--- config.mk ---
export PLATFORM = sky130hd
export DESIGN_NAME = lift_motor_soft_start_control
export DESIGN_NICKNAME = d
export VERILOG_FILES = /design/src/rtl/lmssc_pkg.sv /design/src/rtl/lift_motor_soft_start_control.sv
export SDC_FILE = /design/constraint.sdc
export NUM_CORES = 1
export LEC_CHECK = 0
export BUFFER_PORTS_ARGS = -buffer_cell sky130_fd_sc_hd__buf_2
export CAP_MARGIN = 20
export CORE_ASPECT_RATIO = 2
export CORE_MARGIN = 2
export CORE_UTILIZATION = 55
export DETAILED_ROUTE_END_ITERATION = 10
export MAX_ROUTING_LAYER = met4
export PLACE_DENSITY = 0.79
export REMOVE_ABC_BUFFERS = 1
export SYNTH_ARGS = -nofsm -noshare
export SYNTH_HDL_FRONTEND = slang
export SYNTH_SLANG_ARGS = --single-unit
export TNS_END_PERCENT = 10
--- constraint.sdc ---
create_clock -name clk -period 8.5 [get_ports clk]
set_clock_uncertainty 0.1 [all_clocks]
set_input_delay 0.425 -clock clk [delete_from_list [all_inputs] [get_ports clk]]
set_output_delay 0.425 -clock clk [all_outputs]
set_load 0.02 [all_outputs]
--- src/rtl/lmssc_pkg.sv ---
// Package for the lift motor soft-start controller.
// Holds item command codes, host targets, register indexes and reset values.
// No dependencies; imported by the controller top level.
package lmssc_pkg;

    // Field widths fixed by the item format
    localparam int unsigned CmdW   = 2;
    localparam int unsigned TimeW  = 32;
    localparam int unsigned DutyW  = 8;
    localparam int unsigned MsW    = 16;
    localparam int unsigned AddrW  = 5;
    localparam int unsigned DataW  = 32;
    localparam int unsigned RegIdxW = 3;

    // Item commands
    localparam logic [CmdW-1:0] CMD_BUTTON_POLL = 2'd0;
    localparam logic [CmdW-1:0] CMD_RAMP_TICK   = 2'd1;
    localparam logic [CmdW-1:0] CMD_HOST_LIFT   = 2'd2;
    localparam logic [CmdW-1:0] CMD_NONE        = 2'd3;

    // Host lift targets; the spare code acts as stop
    localparam logic [1:0] HOST_UP   = 2'd0;
    localparam logic [1:0] HOST_DOWN = 2'd1;
    localparam logic [1:0] HOST_STOP = 2'd2;

    // Register indexes (byte address is 4 * index)
    localparam logic [RegIdxW-1:0] REG_START_SPEED  = 3'd0;
    localparam logic [RegIdxW-1:0] REG_TARGET_SPEED = 3'd1;
    localparam logic [RegIdxW-1:0] REG_RAMP_STEP    = 3'd2;
    localparam logic [RegIdxW-1:0] REG_LIMIT_HOLD   = 3'd3;
    localparam logic [RegIdxW-1:0] REG_IDLE_TIMEOUT = 3'd4;

    // Register reset values
    localparam logic [DutyW-1:0] START_SPEED_RST  = 8'd100;
    localparam logic [DutyW-1:0] TARGET_SPEED_RST = 8'd255;
    localparam logic [DutyW-1:0] RAMP_STEP_RST    = 8'd6;
    localparam logic [MsW-1:0]   LIMIT_HOLD_RST   = 16'd1000;
    localparam logic [MsW-1:0]   IDLE_TIMEOUT_RST = 16'd1000;

    // Motion state carried between transactions
    typedef struct packed {
        logic             enabled;
        logic             down;
        logic [DutyW-1:0] duty;
        logic             ramp_active;
        logic             ramp_complete;
    } motor_state_t;

endpackage

--- src/rtl/lift_motor_soft_start_control.sv ---
// Lift motor soft-start controller: gating, limit hold windows, duty ramp.
// Depends on lmssc_pkg for codes, register indexes and reset values.
//
// Pipeline: a transaction passes from the input register to the result
// register; a stalled result register holds it in the input register.
// One item per cycle while out_ready is high, set by the single
// state-update pass between the input and result registers.
// Reset (rst_n low, asynchronous): registers take their reset values, the
// motor is stopped and both pipeline registers are empty.
module lift_motor_soft_start_control
    import lmssc_pkg::*;
(
    input  logic                 clk,
    input  logic                 rst_n,
    // APB-style configuration port
    input  logic                 psel,
    input  logic                 penable,
    input  logic                 pwrite,
    input  logic [AddrW-1:0]     paddr,
    input  logic [DataW-1:0]     pwdata,
    output logic [DataW-1:0]     prdata,
    output logic                 pready,
    // Input channel
    input  logic                 in_valid,
    output logic                 in_ready,
    input  logic [CmdW-1:0]      cmd,
    input  logic [TimeW-1:0]     now_ms,
    input  logic                 up_pressed,
    input  logic                 down_pressed,
    input  logic                 emergency_ok,
    input  logic                 auto_mode,
    input  logic                 joystick_mode,
    input  logic                 upper_limit,
    input  logic                 lower_limit,
    input  logic [1:0]           host_target,
    // Result channel
    output logic                 out_valid,
    input  logic                 out_ready,
    output logic [DutyW-1:0]     pwm_duty,
    output logic                 drive_on,
    output logic                 drive_down,
    output logic                 ramp_finished
);

    // ------------------------------------------------------------------
    // Configuration registers
    // ------------------------------------------------------------------
    logic [DutyW-1:0]   start_speed_reg;
    logic [DutyW-1:0]   target_speed_reg;
    logic [DutyW-1:0]   ramp_step_reg;
    logic [MsW-1:0]     limit_hold_reg;
    logic [MsW-1:0]     idle_timeout_reg;
    logic               cfg_write;
    logic [RegIdxW-1:0] cfg_idx;

    assign pready    = 1'b1;
    assign cfg_write = psel && penable && pwrite && pready;
    assign cfg_idx   = paddr[AddrW-1:2];

    // Write the addressed register; addresses past the list are ignored
    always_ff @(posedge clk or negedge rst_n)
    begin
        if (!rst_n)
        begin
            start_speed_reg  <= START_SPEED_RST;
            target_speed_reg <= TARGET_SPEED_RST;
            ramp_step_reg    <= RAMP_STEP_RST;
            limit_hold_reg   <= LIMIT_HOLD_RST;
            idle_timeout_reg <= IDLE_TIMEOUT_RST;
        end
        else if (cfg_write)
        begin
            unique case (cfg_idx)
                REG_START_SPEED:  start_speed_reg  <= pwdata[DutyW-1:0];
                REG_TARGET_SPEED: target_speed_reg <= pwdata[DutyW-1:0];
                REG_RAMP_STEP:    ramp_step_reg    <= pwdata[DutyW-1:0];
                REG_LIMIT_HOLD:   limit_hold_reg   <= pwdata[MsW-1:0];
                REG_IDLE_TIMEOUT: idle_timeout_reg <= pwdata[MsW-1:0];
                default:          ;
            endcase
        end
    end

    // Read back the addressed register
    always_comb
    begin
        unique case (cfg_idx)
            REG_START_SPEED:  prdata = {{(DataW-DutyW){1'b0}}, start_speed_reg};
            REG_TARGET_SPEED: prdata = {{(DataW-DutyW){1'b0}}, target_speed_reg};
            REG_RAMP_STEP:    prdata = {{(DataW-DutyW){1'b0}}, ramp_step_reg};
            REG_LIMIT_HOLD:   prdata = {{(DataW-MsW){1'b0}}, limit_hold_reg};
            REG_IDLE_TIMEOUT: prdata = {{(DataW-MsW){1'b0}}, idle_timeout_reg};
            default:          prdata = '0;
        endcase
    end

    // ------------------------------------------------------------------
    // Input register and pipeline control
    // ------------------------------------------------------------------
    logic              in_valid_reg;
    logic [CmdW-1:0]   cmd_reg;
    logic [TimeW-1:0]  now_reg;
    logic              up_reg, dn_reg, emg_reg, auto_reg, joy_reg, mx_reg, mn_reg;
    logic [1:0]        tgt_reg;
    logic              out_valid_reg;
    logic              advance;
    logic              take_in;

    assign advance  = in_valid_reg && (!out_valid_reg || out_ready);
    assign in_ready = !in_valid_reg || advance;
    assign take_in  = in_valid && in_ready;

    // Track occupancy of the input register
    always_ff @(posedge clk or negedge rst_n)
    begin
        if (!rst_n)
        begin
            in_valid_reg <= 1'b0;
        end
        else if (take_in)
        begin
            in_valid_reg <= 1'b1;
        end
        else if (advance)
        begin
            in_valid_reg <= 1'b0;
        end
    end

    // Capture the transaction payload
    always_ff @(posedge clk)
    begin
        if (take_in)
        begin
            cmd_reg  <= cmd;
            now_reg  <= now_ms;
            up_reg   <= up_pressed;
            dn_reg   <= down_pressed;
            emg_reg  <= emergency_ok;
            auto_reg <= auto_mode;
            joy_reg  <= joystick_mode;
            mx_reg   <= upper_limit;
            mn_reg   <= lower_limit;
            tgt_reg  <= host_target;
        end
    end

    // ------------------------------------------------------------------
    // Controller state
    // ------------------------------------------------------------------
    motor_state_t     motor_reg, motor_next;
    logic [TimeW-1:0] last_act_reg, last_act_next;
    logic             btn_prev_max_reg, btn_prev_max_next;
    logic             btn_prev_min_reg, btn_prev_min_next;
    logic [TimeW-1:0] btn_max_hit_reg, btn_max_hit_next;
    logic [TimeW-1:0] btn_min_hit_reg, btn_min_hit_next;
    logic             host_prev_max_reg, host_prev_max_next;
    logic             host_prev_min_reg, host_prev_min_next;
    logic [TimeW-1:0] host_max_hit_reg, host_max_hit_next;
    logic [TimeW-1:0] host_min_hit_reg, host_min_hit_next;

    // Elapsed times, modulo 2^32
    logic [TimeW-1:0] btn_max_hit_upd, btn_min_hit_upd;
    logic [TimeW-1:0] host_max_hit_upd, host_min_hit_upd;
    logic [TimeW-1:0] btn_max_age, btn_min_age, host_max_age, host_min_age, idle_age;
    logic             btn_hold_max, btn_hold_min, host_hold_max, host_hold_min;
    logic             btn_allowed, idle_expired;
    logic             run_req, run_down, stop_req;
    logic [DutyW:0]   duty_sum;

    // Button path: latch limit rising edges, drop a mark while its limit is set and its button is not pushed
    always_comb
    begin
        btn_max_hit_upd = (mx_reg && !btn_prev_max_reg) ? now_reg : btn_max_hit_reg;
        btn_min_hit_upd = (mn_reg && !btn_prev_min_reg) ? now_reg : btn_min_hit_reg;
        if (mx_reg && !up_reg)
        begin
            btn_max_hit_upd = '0;
        end
        if (mn_reg && !dn_reg)
        begin
            btn_min_hit_upd = '0;
        end
    end

    // Host path: latch limit rising edges
    assign host_max_hit_upd = (mx_reg && !host_prev_max_reg) ? now_reg : host_max_hit_reg;
    assign host_min_hit_upd = (mn_reg && !host_prev_min_reg) ? now_reg : host_min_hit_reg;

    assign btn_max_age  = now_reg - btn_max_hit_upd;
    assign btn_min_age  = now_reg - btn_min_hit_upd;
    assign host_max_age = now_reg - host_max_hit_upd;
    assign host_min_age = now_reg - host_min_hit_upd;
    assign idle_age     = now_reg - last_act_reg;

    assign btn_hold_max  = up_reg && mx_reg
                        && (btn_max_age < {{(TimeW-MsW){1'b0}}, limit_hold_reg});
    assign btn_hold_min  = dn_reg && mn_reg
                        && (btn_min_age < {{(TimeW-MsW){1'b0}}, limit_hold_reg});
    assign host_hold_max = (tgt_reg == HOST_UP) && mx_reg
                        && (host_max_age < {{(TimeW-MsW){1'b0}}, limit_hold_reg});
    assign host_hold_min = (tgt_reg == HOST_DOWN) && mn_reg
                        && (host_min_age < {{(TimeW-MsW){1'b0}}, limit_hold_reg});
    assign btn_allowed   = emg_reg && !auto_reg && joy_reg;
    assign idle_expired  = idle_age > {{(TimeW-MsW){1'b0}}, idle_timeout_reg};
    assign duty_sum      = {1'b0, motor_reg.duty} + {1'b0, ramp_step_reg};

    // Next state for the transaction in the input register
    always_comb
    begin
        motor_next         = motor_reg;
        last_act_next      = last_act_reg;
        btn_prev_max_next  = btn_prev_max_reg;
        btn_prev_min_next  = btn_prev_min_reg;
        btn_max_hit_next   = btn_max_hit_reg;
        btn_min_hit_next   = btn_min_hit_reg;
        host_prev_max_next = host_prev_max_reg;
        host_prev_min_next = host_prev_min_reg;
        host_max_hit_next  = host_max_hit_reg;
        host_min_hit_next  = host_min_hit_reg;
        run_req            = 1'b0;
        run_down           = 1'b0;
        stop_req           = 1'b0;

        unique case (cmd_reg)
            CMD_BUTTON_POLL:
            begin
                btn_prev_max_next = mx_reg;
                btn_prev_min_next = mn_reg;
                btn_max_hit_next  = btn_max_hit_upd;
                btn_min_hit_next  = btn_min_hit_upd;
                priority if (up_reg && !dn_reg && btn_allowed && (!mx_reg || btn_hold_max))
                begin
                    run_req = 1'b1;
                end
                else if (dn_reg && !up_reg && btn_allowed && (!mn_reg || btn_hold_min))
                begin
                    run_req  = 1'b1;
                    run_down = 1'b1;
                end
                else if (idle_expired || !emg_reg)
                begin
                    stop_req      = 1'b1;
                    last_act_next = now_reg;
                end
                else
                begin
                end
            end
            CMD_RAMP_TICK:
            begin
                if (motor_reg.ramp_active && motor_reg.enabled)
                begin
                    if (duty_sum > {1'b0, target_speed_reg})
                    begin
                        motor_next.duty          = target_speed_reg;
                        motor_next.ramp_active   = 1'b0;
                        motor_next.ramp_complete = 1'b1;
                    end
                    else
                    begin
                        motor_next.duty = duty_sum[DutyW-1:0];
                    end
                end
            end
            CMD_HOST_LIFT:
            begin
                last_act_next = now_reg;
                // A pressed button leaves the host path untouched
                if (!(up_reg || dn_reg))
                begin
                    host_prev_max_next = mx_reg;
                    host_prev_min_next = mn_reg;
                    host_max_hit_next  = host_max_hit_upd;
                    host_min_hit_next  = host_min_hit_upd;
                    priority if ((tgt_reg == HOST_UP) && (!mx_reg || host_hold_max)
                                 && emg_reg && joy_reg)
                    begin
                        run_req = 1'b1;
                    end
                    else if ((tgt_reg == HOST_DOWN) && (!mn_reg || host_hold_min)
                             && emg_reg && joy_reg)
                    begin
                        run_req  = 1'b1;
                        run_down = 1'b1;
                    end
                    else
                    begin
                        stop_req = 1'b1;
                    end
                end
            end
            CMD_NONE:
            begin
            end
            default:
            begin
            end
        endcase

        // Start: set direction, begin a ramp only from rest
        if (run_req)
        begin
            motor_next.down    = run_down;
            motor_next.enabled = 1'b1;
            if (!motor_reg.ramp_active && !motor_reg.ramp_complete)
            begin
                motor_next.duty          = start_speed_reg;
                motor_next.ramp_active   = 1'b1;
                motor_next.ramp_complete = 1'b0;
            end
        end

        // Stop: drop drive and clear the ramp
        if (stop_req)
        begin
            motor_next.enabled       = 1'b0;
            motor_next.duty          = '0;
            motor_next.ramp_active   = 1'b0;
            motor_next.ramp_complete = 1'b0;
        end
    end

    // Advance the state as each transaction passes to the result register
    always_ff @(posedge clk or negedge rst_n)
    begin
        if (!rst_n)
        begin
            motor_reg         <= '0;
            last_act_reg      <= '0;
            btn_prev_max_reg  <= 1'b1;
            btn_prev_min_reg  <= 1'b1;
            btn_max_hit_reg   <= '0;
            btn_min_hit_reg   <= '0;
            host_prev_max_reg <= 1'b1;
            host_prev_min_reg <= 1'b1;
            host_max_hit_reg  <= '0;
            host_min_hit_reg  <= '0;
        end
        else if (advance)
        begin
            motor_reg         <= motor_next;
            last_act_reg      <= last_act_next;
            btn_prev_max_reg  <= btn_prev_max_next;
            btn_prev_min_reg  <= btn_prev_min_next;
            btn_max_hit_reg   <= btn_max_hit_next;
            btn_min_hit_reg   <= btn_min_hit_next;
            host_prev_max_reg <= host_prev_max_next;
            host_prev_min_reg <= host_prev_min_next;
            host_max_hit_reg  <= host_max_hit_next;
            host_min_hit_reg  <= host_min_hit_next;
        end
    end

    // ------------------------------------------------------------------
    // Result register
    // ------------------------------------------------------------------
    logic [DutyW-1:0] duty_out_reg;
    logic             drive_on_reg, drive_down_reg, ramp_done_reg;

    always_ff @(posedge clk or negedge rst_n)
    begin
        if (!rst_n)
        begin
            out_valid_reg <= 1'b0;
        end
        else if (advance)
        begin
            out_valid_reg <= 1'b1;
        end
        else if (out_ready)
        begin
            out_valid_reg <= 1'b0;
        end
    end

    // Load the state reached after the transaction
    always_ff @(posedge clk)
    begin
        if (advance)
        begin
            duty_out_reg   <= motor_next.duty;
            drive_on_reg   <= motor_next.enabled;
            drive_down_reg <= motor_next.down;
            ramp_done_reg  <= motor_next.ramp_complete;
        end
    end

    assign out_valid     = out_valid_reg;
    assign pwm_duty      = duty_out_reg;
    assign drive_on      = drive_on_reg;
    assign drive_down    = drive_down_reg;
    assign ramp_finished = ramp_done_reg;

`ifndef SYNTHESIS
    // A ramp cannot be running and finished at once
    a_ramp_exclusive: assert property (@(posedge clk) disable iff (!rst_n)
        !(motor_reg.ramp_active && motor_reg.ramp_complete))
        else $error("ramp running and finished together");

    // A stopped motor carries no duty and no ramp
    a_stopped_clear: assert property (@(posedge clk) disable iff (!rst_n)
        !motor_reg.enabled |-> (motor_reg.duty == '0) && !motor_reg.ramp_active
                               && !motor_reg.ramp_complete)
        else $error("stopped motor keeps duty or ramp state");

    // A held transaction stays in the input register
    a_input_held: assert property (@(posedge clk) disable iff (!rst_n)
        in_valid_reg && !advance |=> in_valid_reg && $stable(cmd_reg) && $stable(now_reg))
        else $error("input transaction lost while stalled");

    // Each advanced transaction produces a result
    a_result_loaded: assert property (@(posedge clk) disable iff (!rst_n)
        advance |=> out_valid_reg)
        else $error("advanced transaction gave no result");
`endif

endmodule
=== Word level (Yosys, flattened, before mapping) ===
Index checks and enable logic that the tools add are counted.
Widths: inputs -> output; s select.

* Register bits: 288
* Output and inout bits: 46
* Word-level logic and storage cells: 168

* $add $sub $neg: 6
* Magnitude comparators: 6
* Eq/ne operators: 10
* Multiplexer cells: 40
* Bitwise logic cells: 1
* Reduce and logical (&&, ||, !) cells: 70

{| class="wikitable"
|+ Operator list
! operator !! number
|-
| $mux 32 || 9
|-
| $sub 32x32->32 || 5
|-
| $lt 32x16->1 || 4
|-
| $pmux 16 s5 || 1
|-
| $pmux 32 s2 || 1
|-
| $mux 10 || 4
|-
| $logic_and 1x1->1 || 34
|-
| $gt 32x16->1 || 1
|-
| $mux 1 || 19
|-
| $logic_not 1->1 || 14
|-
| $mux 12 || 1
|-
| $reduce_and 2->1 || 6
|-
| $add 8x8->9 || 1
|-
| $gt 9x8->1 || 1
|-
| $logic_or 1x1->1 || 8
|-
| $mux 8 || 1
|-
| $eq 3x2->1 const B || 2
|-
| $ne 2x2->1 const B || 3
|-
| $pmux 1 s2 || 3
|-
| $reduce_bool 2->1 || 3
|-
| $reduce_and 5->1 || 1
|-
| $eq 2x1->1 const B || 2
|-
| $logic_not 2->1 || 2
|-
| $eq 3x1->1 const B || 1
|-
| 6 further kinds || 6
|}

=== Depth between registers and ports, before layout ===
Gate-level depths: netlist (run 1).

* Depth after elaboration: 16
* Gate-level depth with buffers: 33
* Depth with buffers taken out: 27

=== Worst setup path after synthesis (run 1) ===
OpenSTA, ideal clock, no wires.

* Kind: register to register
* From: reg mx_reg
* To: reg last_act_reg[12]
* Setup time: 0.125 ns
* Data arrival time: 5.785 ns
* Data required time: 8.275 ns
* Slack: 2.490 ns
* Stages on the path, launching flop included: 30
* Period minus slack after synthesis: 6.010 ns
* Path through: edfxtp_1 nor2b_1 clkbuf_1 clkbuf_1 mux2i_1 nor2_1 ha_1 inv_1 fa_1 a211oi_1 o21ai_1 o21ai_0 a21oi_1 o21bai_1 nand2_1 xor2_1 ha_1 nor2b_1 o21ai_0 nand4_1 or3_1 nor4b_2 nand4_1 a2111oi_2 a41oi_2 nand2_2 o21ba_4 nor3_4 buf_6 mux2_4

* Word-level cells in the longest chain between the ends: 10
* Elaborated cells between the ends (all ways): 13

{| class="wikitable"
|+ RTL lines
! element !! RTL line !! text
|-
| start, declared || lift_motor_soft_start_control.sv:103 || <nowiki>logic up_reg, dn_reg, emg_reg, auto_reg, joy_reg, mx_reg, mn_reg;</nowiki>
|-
| start signal, assigned || lift_motor_soft_start_control.sv:142 || <nowiki>mx_reg <= upper_limit;</nowiki>
|-
| $logic_and 1x1->1 || lift_motor_soft_start_control.sv:174 || <nowiki>btn_max_hit_upd = (mx_reg && !btn_prev_max_reg) ? now_reg : btn_max_hit_reg;</nowiki>
|-
| $mux 32 || lift_motor_soft_start_control.sv:174 ||
|-
| $mux 32 (*) || lift_motor_soft_start_control.sv:176 || <nowiki>if (mx_reg && !up_reg)</nowiki>
|-
| named net btn_max_hit_upd[0] || lift_motor_soft_start_control.sv:163 || <nowiki>logic [TimeW-1:0] btn_max_hit_upd, btn_min_hit_upd;</nowiki>
|-
| $sub 32x32->32 (*) || lift_motor_soft_start_control.sv:190 || <nowiki>assign btn_max_age = now_reg - btn_max_hit_upd;</nowiki>
|-
| $lt 32x16->1 (*) || lift_motor_soft_start_control.sv:197 || <nowiki>&& (btn_max_age < {{(TimeW-MsW){1'b0}}, limit_hold_reg});</nowiki>
|-
| $logic_and 1x1->1 (*) || lift_motor_soft_start_control.sv:197 ||
|-
| $logic_or 1x1->1 (*) || lift_motor_soft_start_control.sv:232 || <nowiki>priority if (up_reg && !dn_reg && btn_allowed && (!mx_reg || btn_hold_max))</nowiki>
|-
| $logic_and 1x1->1 (*) || lift_motor_soft_start_control.sv:232 ||
|-
| $ne 2x2->1 (no source line) (*) || - ||
|-
| $reduce_and 5->1 (no source line) (*) || - ||
|-
| end signal, assigned || lift_motor_soft_start_control.sv:343 || <nowiki>last_act_reg <= last_act_next;</nowiki>
|-
| end, declared || lift_motor_soft_start_control.sv:152 || <nowiki>logic [TimeW-1:0] last_act_reg, last_act_next;</nowiki>
|}

Mark *: on every way through the listed nets, which the timed path passes. The rest lies on a longest branch.
A chain may end at the register's enable or synchronous reset.

=== Worst setup path after layout (run 1) ===
* From: reg mx_reg
* To: reg motor_reg[2] (netlist bit)

* Word-level cells in the longest chain between the ends: 14
* Elaborated cells between the ends (all ways): 31

{| class="wikitable"
|+ RTL lines
! element !! RTL line !! text
|-
| $logic_and 1x1->1 || lift_motor_soft_start_control.sv:187 || <nowiki>assign host_max_hit_upd = (mx_reg && !host_prev_max_reg) ? now_reg : host_max_hit_reg;</nowiki>
|-
| $mux 32 || lift_motor_soft_start_control.sv:187 ||
|-
| $sub 32x32->32 || lift_motor_soft_start_control.sv:192 || <nowiki>assign host_max_age = now_reg - host_max_hit_upd;</nowiki>
|-
| $lt 32x16->1 || lift_motor_soft_start_control.sv:201 || <nowiki>&& (host_max_age < {{(TimeW-MsW){1'b0}}, limit_hold_reg});</nowiki>
|-
| $logic_and 1x1->1 || lift_motor_soft_start_control.sv:201 ||
|-
| $logic_or 1x1->1 || lift_motor_soft_start_control.sv:276 || <nowiki>priority if ((tgt_reg == HOST_UP) && (!mx_reg || host_hold_max)</nowiki>
|-
| $logic_and 1x1->1 || lift_motor_soft_start_control.sv:276 ||
|-
| $logic_and 1x1->1 (2 in series) || lift_motor_soft_start_control.sv:277 || <nowiki>&& emg_reg && joy_reg)</nowiki>
|-
| $mux 1 || lift_motor_soft_start_control.sv:276 ||
|-
| $mux 1 || lift_motor_soft_start_control.sv:270 || <nowiki>if (!(up_reg || dn_reg))</nowiki>
|-
| $pmux 1 s2 || lift_motor_soft_start_control.sv:225 || <nowiki>unique case (cmd_reg)</nowiki>
|-
| $mux 12 || lift_motor_soft_start_control.sv:302 || <nowiki>if (run_req)</nowiki>
|-
| $mux 10 (*) || lift_motor_soft_start_control.sv:315 || <nowiki>if (stop_req)</nowiki>
|-
| end signal, assigned || lift_motor_soft_start_control.sv:342 || <nowiki>motor_reg <= motor_next;</nowiki>
|-
| end, declared || lift_motor_soft_start_control.sv:151 || <nowiki>motor_state_t motor_reg, motor_next;</nowiki>
|}

Every way passes the cells marked *; elsewhere a longest branch is shown, timed or not.

==> run summary, run 1 <==
Final setup viols: 0
Layout fillers: 3959
Port bufs: 97
Row Count: 111
Core Box Area: 45700 um^2
DP HPWL: 61500 um
Post-Syn Area per Cell: 8.51 um^2
Initial Utilization: 0.554
Area of the die: 47900 um^2
FFs w/ async S/R, synth: 0.813
Critical Path AT: 7650 ps
DIE HEIGHT: 307 um
Longest Clk Path Bufs: 3
Cells after synthesis: 2978
Hold EP: target_speed_reg[1]$_DFFE_PN1P_
Post-synth EDFFs: 54
Max incr delay on CP: 790 ps
Clk_lat worst skew: 610 ps
Area leader, netlist: dfrtp_1
Syn-to-layout area delta: 9.97%
TNS Setup: 0 ps
Area of the multi-input gates: 16600 um^2
Yosys reg bits: 288
Routed len/inst: 21.8 um
CP Capture Type: register
Remaining DRCs: 0
Pleak: 12.4 nW
Vias in the first global route: 23019
R2R Path Start: mx_reg$_DFFE_PP_
Hold WC Path Type: input port to register
Logic pwr share: 0.513
Maximum capacitance violations: 0
Worst Hold Depth: 3
R2R setup slack: 1220 ps
Clk slew on worst S/H paths: 70 ps
Placed instance area: 26200 um^2
Primary FF master, synth: dfrtp_1
Peak supply drop: 0.196 mV
DR vias/cell: 6.37
Fin. max-slew vios: 0
Largest net degree at the start of global routing: 127
Total GRT Usage: 0.341
Fin. Hold Viols: 0
Most common cell in the synthesized netlist: nand2_1
Psw: 2.95 mW
Nets@finish: 3379
Part of the power in registers: 0.281
Reg-to-reg endpoint: motor_reg[2]$_DFFE_PN0P_
Synth warn: 0
CP cell instances: nor2b_4, mux2i_1, or2_2, ha_1, nor2b_1, o2111ai_1, a2111oi_0, nor2_1, xnor2_1, ha_1, a21oi_1, nor2b_1, o21ai_0, nand4_1, or3_1, nor4b_2, nand4_1, a2111oi_2, a41oi_2, nand2_2, a22o_1, or2_1, o211ai_1
DRT Pass-1 Iters: 6
First-pass GRT wire length: 124000 um
Worst Path Required: 8870 ps
Power Internal: 3.94 mW
Synth top area share: 0.203
Pwr dens: 248 nW/um^2
Fraction of layout cells with a size suffix above 1: 0.131
Peak Freq: 137 MHz
Power, Total: 6.89 mW
Iter 0 DRT Violations: 1699
Remaining global-route overflow: 0
Worst-Margin Slew: 1160 ps
Detail Route Antenna Nets: 0
Antenna violations before repair: 0
Fin crit period: 7280 ps
Tcrit/Tclk final: 0.856
Clk root buf: clkbuf_16
# clock sinks: 288
CP Class: register to register
Sequential cell area: 7510 um^2
Setup bufs post-CTS: 0
Final Cell Area: 27900 um^2
Startpoint Class: register
CP max stage cell: a2111oi_0
TritonCTS buffer count: 30
H-Tree Depth: 1
Drt total wl: 79600 um
Crit-path max FO: 15
Seq/Total Area, Yosys: 0.297
Setup repair after global routing missed its margin: no
Synth Cell Area: 25300 um^2
CTS tree: built
Synth area leaders: dfrtp_1 20%, ha_1 11%, edfxtp_1 6.4%
Outcome: completed
Net Sw Frac: 0.428
Final setup margin: 1220 ps
Worst r2r path cells: 23
HP Start: pwdata[1]
Die W: 156 um
Core Util, Final: 0.610
Boundary Pins: 133
Clock power frac: 0.206
Post-synth top cells: 361 x nand2_1, 285 x o21ai_0, 227 x ha_1
Final Wtd Congestion: 1.01
Vias: 23270
Place WS: 1310 ps
Rel. slew slack: 0.227
Netlist cell types: 115
==> routing by layer <==
layer / part of all wire / up-vias / GRT usage / wire, um
met4: 0.11 / 0 / 0.306 / 8570
met1: 0.36 / 11048 / 0.344 / 28500
met5: 0 / - / - / 0
li1: - / 11005 / - / -
met3: 0.046 / 370 / 0.0407 / 3660
met2: 0.49 / 847 / 0.574 / 38900
==> power groups by stage <==
stage / sequential [mW] / clock [mW] / combinational (mW)
floorplan: 1.88 / 0 / 2.61
global placement: 1.94 / 0 / 3.32
detailed placement: 1.96 / 0 / 3.42
CTS: 1.93 / 1.44 / 3.47
global route: 1.97 / 1.49 / 3.92
finish: 1.94 / 1.42 / 3.54
==> layout make-up <==
cell class                      instances  area share
Multi-Input combinational cell       2404       0.597
Clock inverter                         17     0.00566
Tap cell                              565      0.0254
Antenna cell                            1   0.0000898
Clock buffer                           39      0.0323
Sequential cell                       288       0.270
Timing Repair Buffer                  195      0.0507
Inverter                              142      0.0191
==> cell usage in the layout (no fill, tap or decap), types with 32 or more instances in the layout <==
master	n
a21oi_1	220
nor2_1	163
inv_1	136
or2_2	70
nand2b_1	44
clkbuf_16	33
xor2_1	43
o21a_1	44
nand2_1	359
edfxtp_1	54
dfrtp_1	205
dlygate4sd3_1	59
nand4_1	40
a31oi_1	38
mux2_2	32
o21ai_0	285
buf_2	96
ha_1	227
xnor2_1	67
nand3_1	58
mux2i_1	147
buf_4	37
nor2b_1	35
a21o_1	58
==> repair_timing <==
item                                   4_1_cts  5_1_grt
endpoints found under the hold margin      172        0
hold buffers                                59        0
resized for setup                            0        0
==> per-stage QoR <==
stage / instances / hold WS [ps]
floorplan: 2834 / 29.4
detailed placement: 3533 / 357
finish: 3651 / 28.6
global route: 3650 / 37.7
global placement: 3533 / 352
CTS: 3648 / 2.01
==> worst max-delay path by stage <==
| stage | start | end | slack (ps) | cells past startpoint |
|---|---|---|---|---|
| floorplan | mx_reg$_DFFE_PP_ | last_act_reg[0]$_DFFE_PN0P_ | 700 | 25 |
| CTS | mx_reg$_DFFE_PP_ | motor_reg[2]$_DFFE_PN0P_ | 1280 | 23 |
| detailed placement | mx_reg$_DFFE_PP_ | motor_reg[2]$_DFFE_PN0P_ | 1310 | 23 |
| global placement | mx_reg$_DFFE_PP_ | motor_reg[2]$_DFFE_PN0P_ | 1470 | 23 |
| global route | mx_reg$_DFFE_PP_ | motor_reg[2]$_DFFE_PN0P_ | 920 | 24 |
| finish | mx_reg$_DFFE_PP_ | motor_reg[2]$_DFFE_PN0P_ | 1220 | 23 |
==> critical path, delay by kind of cell, from the launching register on <==
family	cells	cell delay [ps]
muxes	1	170
DFF	1	620
xor gates and xnor gates	1	220
adders and majority gates	2	560
and+or+nand+nor	11	2940
AOI/OAI and AO/OA	8	2540
==> kinds of logic after synthesis <==
family,Yosys count,share of synthesized area
muxes,199,0.0842
other,2,0.000296
and+or+nand+nor,917,0.176
DFF,288,0.297
adders and majority gates,249,0.123
buffers and inverters,301,0.0507
AOI/OAI and AO/OA,911,0.231
xor gates and xnor gates,111,0.0387
Note: power is estimated with default switching activity, not from simulation.
==> run 2, diff against run 1 <==
--- a/config.mk
+++ b/config.mk
@@ -12,8 +12,9 @@
 export CORE_UTILIZATION = 55
 export DETAILED_ROUTE_END_ITERATION = 10
 export MAX_ROUTING_LAYER = met4
-export PLACE_DENSITY = 0.79
+export PLACE_DENSITY_LB_ADDON = 0.25
 export REMOVE_ABC_BUFFERS = 1
+export SKIP_LAST_GASP = 1
 export SYNTH_ARGS = -nofsm -noshare
 export SYNTH_HDL_FRONTEND = slang
 export SYNTH_SLANG_ARGS = --single-unit
==> run 2 against run 1 <==
Effect of this change:
- flip-flop and latch count unchanged
- hold slack about the same
- largest power group unchanged
- sequential power about the same
- total power rose by 0.88%
- critical endpoint is now motor_reg[3]$_DFFE_PN0P_
==> run summary, run 2 (synthesis results as in run 1) <==
Outcome: completed
Vias: 22959 (-1.3%)
Most frequent cells in the layout: 359 x nand2_1, 285 x o21ai_0, 227 x ha_1, 220 x a21oi_1, 205 x dfrtp_1
CP Class: register to register
H-Tree Depth: 1 (unchanged)
Fraction of layout cells with a size suffix above 1: 0.130 (-0.000690)
Final setup viols: 0 (unchanged)
Initial Utilization: 0.554 (unchanged)
Crit-path max FO: 15 (unchanged)
Peak Freq: 134 MHz (-2.8%)
Detail Route Antenna Nets: 0 (unchanged)
# clock sinks: 288 (unchanged)
Antenna violations before repair: 4 (+4)
Remaining DRCs: 0 (unchanged)
Nets@finish: 3380 (+0.030%)
Port bufs: 97 (unchanged)
TNS Setup: 0 ps (unchanged)
CP max stage cell: a2111oi_0
Remaining global-route overflow: 0 (unchanged)
Iter 0 DRT Violations: 1461 (-14%)
CTS tree: built
Worst-Margin Slew: 969 ps (-188 ps)
TritonCTS buffer count: 31 (+3.3%)
CP cell instances: nor2b_4, mux2i_1, or2_2, ha_1, nor2b_1, o2111ai_1, a2111oi_0, nor2_1, xnor2_1, ha_1, a21oi_1, nor2b_1, o21ai_0, nand4_1, or3_1, nor4b_2, nand4_1, a2111oi_2, a41oi_2, nand2_2, a22o_1, or2_1, o211ai_1
Vias in the first global route: 22510 (-2.2%)
Tcrit/Tclk final: 0.881 (+0.0243)
Die W: 156 um (unchanged)
Cell family with the largest share of critical-path delay: simple AND/OR/NAND/NOR gates
DP HPWL: 63800 um (+3.7%)
Drt total wl: 82800 um (+3.9%)
Routed len/inst: 22.6 um (+3.8%)
Rel. slew slack: 0.354 (+0.127)
DIE HEIGHT: 307 um (unchanged)
DR vias/cell: 6.28 (-1.5%)
Setup repair after global routing missed its margin: no
Largest net degree at the start of global routing: 127 (unchanged)
Final Wtd Congestion: 0.967 (-4.2%)
Final Cell Area: 27900 um^2 (about the same)
Setup bufs post-CTS: 0 (unchanged)
Fin. max-slew vios: 0 (unchanged)
CTS-repair resized insts: 0 (unchanged)
CP Capture Type: register
Clk root buf: clkbuf_16
Clk_lat worst skew: 610 ps (about the same)
Syn-to-layout area delta: 10.0% (about the same)
DRT Pass-1 Iters: 6 (unchanged)
CP bufs+invs: 0 (unchanged)
Critical Path AT: 7850 ps (+200 ps)
Boundary Pins: 133 (unchanged)
Hold WC Path Type: input port to register
Pwr dens: 250 nW/um^2 (+0.84%)
Area of the die: 47900 um^2 (unchanged)
Core Box Area: 45700 um^2 (unchanged)
Placed instance area: 26200 um^2 (about the same)
Startpoint Class: register
Pleak: 12.4 nW (about the same)
Fin. Hold Viols: 0 (unchanged)
Worst Path Required: 8860 ps (about the same)
Fin crit period: 7490 ps (+207 ps)
Row Count: 111 (unchanged)
Peak supply drop: 0.203 mV (+3.5%)
Total GRT Usage: 0.355 (+0.0138)
Clk slew on worst S/H paths: 70 ps (about the same)
First-pass GRT wire length: 126000 um (+2.1%)
Most common cell after layout, fill and taps aside: nand2_1
Longest Clk Path Bufs: 3 (unchanged)
Max incr delay on CP: 800 ps (about the same)
Maximum capacitance violations: 0 (unchanged)
[run 2: final cells by class]
| type | instances | area [um^2] |
|---|---|---|
| inverters | 142 | 533 |
| flip-flops and latches | 288 | 7510 |
| well taps | 565 | 707 |
| clock buffers | 31 | 776 |
| repair buffers | 195 | 1400 |
| clock inverters | 26 | 288 |
| fillers | 3996 | 17800 |
| multi-input cells | 2404 | 16600 |
| diodes | 5 | 12.5 |
[run 2: stage by stage]
step | hold WS, ps | worst slack [ps] | total power, mW | util | std cells
after floorplan | 29.4 | 705 | 4.49 | - | 2834
after global placement | 352 | 1380 | 5.32 | 0.572 | 3532
after detailed placement | 355 | 1230 | 5.41 | 0.572 | 3532
after CTS | 6.66 | 1210 | 6.92 | 0.609 | 3649
after global routing | 27.8 | 678 | 7.46 | 0.610 | 3655
final | 28.8 | 1010 | 6.96 | 0.610 | 3656
[run 2: path summary, 6_finish.rpt]
path	start	to	slack [ps]	cells after the start
min in group asynchronous	rst_n	host_max_hit_reg[2]$_DFFE_PN0P_	370	2
min	pwdata[1]	target_speed_reg[1]$_DFFE_PN1P_	30	3
max in group asynchronous	rst_n	last_act_reg[14]$_DFFE_PN0P_	6370	3
max	mx_reg$_DFFE_PP_	motor_reg[3]$_DFFE_PN0P_	1010	23
max reg2reg	mx_reg$_DFFE_PP_	motor_reg[3]$_DFFE_PN0P_	1010	23
min reg2reg	host_prev_min_reg$_DFFE_PN1P_	host_prev_min_reg$_DFFE_PN1P_	360	2
[run 2: where the power goes]
part	switching (mW)	internal (mW)
sequential	0.239	1.71
combinational	2.11	1.45
clock	0.632	0.824
[run 2: what timing repair did]
action                     4_1_cts  5_1_grt
setup endpoints to repair        0        0
hold endpoints to repair       172        0
hold buffers                    60        0
[run 2: worst register-to-register path, cell delays in order (launching register included)]
cell and delay, ps:
edfxtp_1 600, nor2b_4 620, mux2i_1 160, or2_2 360, ha_1 280, nor2b_1 180, o2111ai_1 200, a2111oi_0 800
nor2_1 200, xnor2_1 180, ha_1 300, a21oi_1 150, nor2b_1 60, o21ai_0 300, nand4_1 130, or3_1 390
nor4b_2 270, nand4_1 150, a2111oi_2 340, a41oi_2 200, nand2_2 210, a22o_1 510, or2_1 490, o211ai_1 180
[run 2: per-layer routing]
layer | vias up | global-route usage | routed length, um
li1 | 11003 | - | -
met1 | 10821 | 0.362 | 30300
met2 | 792 | 0.599 | 40300
met3 | 343 | 0.0498 | 3610
met4 | 0 | 0.294 | 8580
met5 | - | - | 0
